[src/rtl/mpps_pkg.sv]
// Shared constants and controller/datapath interface types for the Moebius prime-power sieve.
package mpps_pkg;

  localparam int TABLE_DEPTH_DEF = 65536;
  localparam int SIZE_W          = 17;
  localparam int NUM_W           = 16;
  localparam int MU_W            = 2;
  localparam int BASE_W          = 16;
  localparam int COUNT_W         = 17;

  localparam logic [SIZE_W-1:0] SIZE_RESET = 17'd65536;

  localparam logic ACT_BUILD = 1'b0;
  localparam logic ACT_QUERY = 1'b1;

  localparam logic signed [MU_W-1:0] MU_ONE  = 2'sb01;
  localparam logic signed [MU_W-1:0] MU_NEG  = 2'sb11;
  localparam logic signed [MU_W-1:0] MU_ZERO = 2'sb00;

  typedef struct packed {
    logic start_build;
    logic query_rd;
    logic query_out;
    logic clear_wr;
    logic scan_rd;
    logic scan_skip;
    logic scan_prime;
    logic pow_wr;
    logic pow_next;
    logic mul_start;
    logic mul_rd;
    logic mul_wr;
    logic finish;
  } cmd_t;

  typedef struct packed {
    logic clear_last;
    logic p_end;
    logic comp_bit;
    logic pow_end;
    logic q_end;
    logic out_free;
  } stat_t;

endpackage

[src/rtl/mpps_ctrl.sv]
// Sequencer for the clear, sieve walk and query steps of the prime-power sieve.
module mpps_ctrl (
  input  logic          clk,
  input  logic          rst,
  input  logic          in_valid,
  output logic          in_stall,
  input  logic          action,
  input  mpps_pkg::stat_t stat,
  output mpps_pkg::cmd_t  cmd
);

  typedef enum logic [9:0] {
    ST_IDLE     = 10'b0000000001,
    ST_QUERY    = 10'b0000000010,
    ST_CLEAR    = 10'b0000000100,
    ST_SCAN_RD  = 10'b0000001000,
    ST_SCAN_CHK = 10'b0000010000,
    ST_POW      = 10'b0000100000,
    ST_POW_NEXT = 10'b0001000000,
    ST_MUL_CHK  = 10'b0010000000,
    ST_MUL_WR   = 10'b0100000000,
    ST_FINISH   = 10'b1000000000
  } state_t;

  state_t state, state_next;

  assign in_stall = (state != ST_IDLE);

  always_ff @(posedge clk) begin
    if (rst) begin
      state <= ST_IDLE;
    end else begin
      state <= state_next;
    end
  end

  always_comb begin
    cmd        = '0;
    state_next = state;
    case (state)
      ST_IDLE: begin
        if (in_valid) begin
          if (action == mpps_pkg::ACT_BUILD) begin
            cmd.start_build = 1'b1;
            state_next      = ST_CLEAR;
          end else begin
            cmd.query_rd = 1'b1;
            state_next   = ST_QUERY;
          end
        end
      end
      ST_QUERY: begin
        if (stat.out_free) begin
          cmd.query_out = 1'b1;
          state_next    = ST_IDLE;
        end
      end
      ST_CLEAR: begin
        cmd.clear_wr = 1'b1;
        if (stat.clear_last) begin
          state_next = ST_SCAN_RD;
        end
      end
      ST_SCAN_RD: begin
        if (stat.p_end) begin
          state_next = ST_FINISH;
        end else begin
          cmd.scan_rd = 1'b1;
          state_next  = ST_SCAN_CHK;
        end
      end
      ST_SCAN_CHK: begin
        if (stat.comp_bit) begin
          cmd.scan_skip = 1'b1;
          state_next    = ST_SCAN_RD;
        end else begin
          cmd.scan_prime = 1'b1;
          state_next     = ST_POW;
        end
      end
      ST_POW: begin
        cmd.pow_wr = 1'b1;
        state_next = ST_POW_NEXT;
      end
      ST_POW_NEXT: begin
        if (stat.pow_end) begin
          cmd.mul_start = 1'b1;
          state_next    = ST_MUL_CHK;
        end else begin
          cmd.pow_next = 1'b1;
          state_next   = ST_POW;
        end
      end
      ST_MUL_CHK: begin
        if (stat.q_end) begin
          cmd.scan_skip = 1'b1;
          state_next    = ST_SCAN_RD;
        end else begin
          cmd.mul_rd = 1'b1;
          state_next = ST_MUL_WR;
        end
      end
      ST_MUL_WR: begin
        cmd.mul_wr = 1'b1;
        state_next = ST_MUL_CHK;
      end
      ST_FINISH: begin
        if (stat.out_free) begin
          cmd.finish = 1'b1;
          state_next = ST_IDLE;
        end
      end
      default: begin
        state_next = ST_IDLE;
      end
    endcase
  end

endmodule

[config.mk]
export PLATFORM = sky130hd
export DESIGN_NAME = mpps_ctrl
export DESIGN_NICKNAME = d
export VERILOG_FILES = /design/src/rtl/mpps_pkg.sv /design/src/rtl/mpps_ctrl.sv
export SDC_FILE = /design/constraint.sdc
export NUM_CORES = 1
export LEC_CHECK = 0
export ABC_AREA = 1
export BUFFER_PORTS_ARGS = -buffer_cell sky130_fd_sc_hd__clkbuf_2
export CAP_MARGIN = 20
export CORE_ASPECT_RATIO = 1.75
export CORE_MARGIN = 5
export CORE_UTILIZATION = 25
export DETAILED_ROUTE_END_ITERATION = 10
export HOLD_SLACK_MARGIN = 0.15
export PLACE_DENSITY_LB_ADDON = 0.15
export SETUP_SLACK_MARGIN = 0.2
export SYNTH_ARGS = -nofsm -noshare
export SYNTH_HDL_FRONTEND = slang
export SYNTH_SLANG_ARGS = --single-unit
[constraint.sdc]
create_clock -name clk -period 1.99 [get_ports clk]
set_input_delay 0.199 -clock clk [delete_from_list [all_inputs] [get_ports clk]]
set_output_delay 0.199 -clock clk [all_outputs]
set_load 0.05 [all_outputs]
### Word level (Yosys, flattened, before mapping)

Cells that the tools add are included.

| storage, ports and cells | value |
|---|---|
| output and inout bits | 14 |
| bits in read-only memories | 0 |
| bits in writable memories | 0 |
| input bits | 10 |
| flip-flop bits (word level) | 10 |
| memories | 0 |
| bits in latches | 0 |

| operators by class | value |
|---|---|
| bitwise operators | 0 |
| div/mod/pow operators | 0 |
| $mul | 0 |
| $add $sub $neg | 0 |
| magnitude comparators | 0 |
| equal/unequal tests | 14 |
| multiplexer cells | 31 |
| reductions and logical operators | 2 |
| shift-type cells | 0 |

Operators by type and width:

| kind | count |
|---|---|
| one-hot mux 10 bit (9 select lines) | 1 |
| 2-to-1 mux 10 bit | 4 |
| 2-to-1 mux 1 bit | 18 |
| == test 10 x 1 -> 1 bit, second input constant | 1 |
| == test 10 bit, second input constant | 1 |
| == test 10 x 2 -> 1 bit, second input constant | 1 |
| == test 10 x 3 -> 1 bit, second input constant | 1 |
| == test 10 x 4 -> 1 bit, second input constant | 1 |
| == test 10 x 5 -> 1 bit, second input constant | 1 |
| == test 10 x 6 -> 1 bit, second input constant | 1 |
| == test 10 x 7 -> 1 bit, second input constant | 1 |
| == test 10 x 8 -> 1 bit, second input constant | 1 |
| == test 10 x 9 -> 1 bit, second input constant | 1 |
| inequality test 10 x 1 -> 1 bit, second input constant | 1 |
| 2-to-1 mux 9 bit | 1 |
| 2-to-1 mux 8 bit | 1 |
| 2-to-1 mux 2 bit | 3 |
| 2-to-1 mux 6 bit | 1 |
| inequality test 2 bit, second input constant | 2 |
| 2-to-1 mux 3 bit | 1 |
| AND reduction 3 bit | 1 |
| inequality test 2 x 1 -> 1 bit, second input constant | 1 |
| one-hot mux 1 bit (2 select lines) | 1 |
| OR reduction 2 bit | 1 |

### Depth between registers and ports, before layout

| logic depth | value |
|---|---|
| word-level depth | 4 |
| mapped depth | 10 |

### Worst setup path after synthesis

Ideal clock, no wire load.

| path | value |
|---|---|
| path type | register to output |
| from | reg state[8] |
| to | out cmd[12] (netlist bit) |
| path slack | -7 ps |
| arrival time | 1798 ps |
| path buffers | 0 |
| cell stages (with the launch flop) | 7 |
| data required time | 1791 ps |
| cells stage by stage | dfxtp_1 nor2_2 nand2_2 nor2_4 nand2_2 or2_4 nor2_1 |

RTL lines:

| item | RTL line | text |
|---|---|---|
| from (decl) | mpps_ctrl.sv:25 | `state_t state, state_next;` |
| from (signal assigned) | mpps_ctrl.sv:33 | `state <= state_next;` |
| to (decl) | mpps_ctrl.sv:9 | `output mpps_pkg::cmd_t cmd` |

==> reports/metrics.csv <==
metric,value,unit
status,"finished, final reports clean",
first_pass_iters,4,
postSynthCellCount,120,
final_area,913,um^2
largest_reg_flops,10,
clock-sinks,10,
yosysSeqAreaShare,29.1,%
grt_pass1_wl,3.17,mm
yosys.cell_types.count,14,
synth.most_common_cell,nor2_1,
viasPerCell,4.47,
p_leak,0.556,nW
async_flop_share,0,%
slew_headroom,75.0,%
ios,24,
synth_top_family_by_area,simple AND/OR/NAND/NOR gates,
syn_area,687,um^2
place_area,831,um^2
cp_max_fo,4,
grt_usage,10.1,%
fin_crit,1.69,ns
synth_compound_area_share,3.46,%
hpwlAfterDp,1.63,mm
ctsHoldBuffers,0,
max_freq,591,MHz
antenna_left,0,
h-tree-depth,1,
synth_xor_area_share,0,%
clockBufferDepth,2,
drt_iter0_drc,12,
syn-num-nets,130,
remaining_drc_errors,0,
grt-ovfl-total,0,
setup_viol,0,
rsz0062_at_grt,no,
coreArea,2690,um^2
cts_setup_buffers,0,
crit_required,1.79,ns
cts_tree,built,
io_buffers,23,
vias,769,
num_antenna_cells,0,
powerDensity,1270,nW/um^2
area_growth,33.0,%
first_global_vias,774,
synth_seq_cells,10,
synth.area.top_cells,"dfxtp_1, nor2_1, nand2_1",
cp-start-kind,flop,
muxShareOfSynthArea,0,%
die_w,49.6,um
path_clk_slew,0.05,ns
yosys_warnings,0,
ys.flop_type,dfxtp_1,
hold_viol,0,
fin_setup_tns,0,ns
cap_violations,0,
ys_top_cells_by_count,"nor2_1, nand2_1, inv_1",
dieArea,3940,um^2
cts-root-buf,clkbuf_8,
chipHeight,79.3,um
crit_type,flop to primary output,
start_util,25.5,%
top_regs,state (10),
synth_edf_count,0,
nNetsFinal,157,
synthAdderAreaFrac,0,%
min_period_over_period,85.0,%
hp-class,input pin to flop,
ir_drop,0.546,mV
yosysTopAreaCell,dfxtp_1,
max_slew.worst_pin.slew,0.374,ns
numCtsBuffers,3,
rows,25,
syn_area_per_cell,5.72,um^2
critPathCaptureType,primary output,
grt_max_degree,9,
finalWeightedCongestion,0.764,
top_register,state,
crit_arrival,1.49,ns
synthSimpleGateAreaFrac,54.8,%
final_util,34.0,%
synth_top_cell_area_share,29.1,%
antenna_found_initial,0,
drt-wirelength-per-cell,10.9,um
drive_gt1_share,31.7,%
fin_skew,0.00155,ns
drv_slew,0,
wirelength,1.88,mm
insertion_delay,0.24,ns
==> cell type report <==
cell class | count | area [um^2]
clock buffers | 3 | 41.3
fillers | 325 | 1780
inverters | 21 | 78.8
multi-input cells | 88 | 423
flip-flops and latches | 10 | 205
well taps | 27 | 33.8
repair buffers | 23 | 131
==> layout by cell type (no fill, tap or decap), types with 2 or more instances in the layout <==
cell type / instances
nor2_4: 4
dfxtp_1: 6
nand3_1: 12
clkbuf_8: 3
nor2_2: 5
dfxtp_2: 4
nand2_2: 4
buf_4: 3
clkbuf_2: 17
inv_1: 21
o21a_1: 2
nor2_1: 29
nand2_1: 28
==> power by group <==
part           internal, W  switching (W)
registers         0.000243      0.0000406
logic             0.000210       0.000458
clock network     0.000132      0.0000773
==> critical path, cell delays in order (launching register included) <==
cell and delay [ns]:
dfxtp_2 0.33, nor2_4 0.12, nand2_2 0.09, nor2_4 0.15, nand2_2 0.07, or2_4 0.24, nor2_2 0.09, buf_6 0.16
==> cell families (layout without fill, tap and decap cells) <==
kind of cell	after synthesis	after routing
buffers and inverters	22	47
AO/OA/AOI/OAI	3	3
AND/OR/NAND/NOR	85	85
flip-flops	10	10
==> routing by layer <==
metal  vias to the layer above  track usage, %  wire length [um]
met4                         0            6.30                70
li1                        412               -                 -
met5                         -               0                 0
met3                         7            2.63               120
met1                       329            10.1               702
met2                        21            18.0               989
==> repair_timing <==
item	in CTS	in global routing
pin swaps	0	7
endpoints found under the setup margin	2	8
gates resized for setup	2	21
==> metrics by stage <==
| stage | instances | power [W] | setup WS, ns | hold slack (ns) |
|---|---|---|---|---|
| finish | 172 | 0.00116 | 0.298 | 0.160 |
| global route | 172 | 0.00126 | 0.210 | 0.167 |
| CTS | 172 | 0.00115 | 0.198 | 0.157 |
| detailed placement | 169 | 0.000937 | 0.408 | 0.405 |
| global placement | 169 | 0.000932 | 0.401 | 0.407 |
| floorplan | 120 | 0.000792 | 0.222 | 0.271 |
==> path summary, 6_finish.rpt <==
check	startpoint	endpoint	slack, ns	cells past startpoint
worst max-delay path	state[7]	cmd[12]	0.30	7
worst min-delay path	rst	state[3]	0.16	2
worst min register to register	state[1]	state[1]	0.52	2
worst max register to register	state[6]	state[0]	0.53	9
No activity file was read; power rests on OpenSTA's default activity.
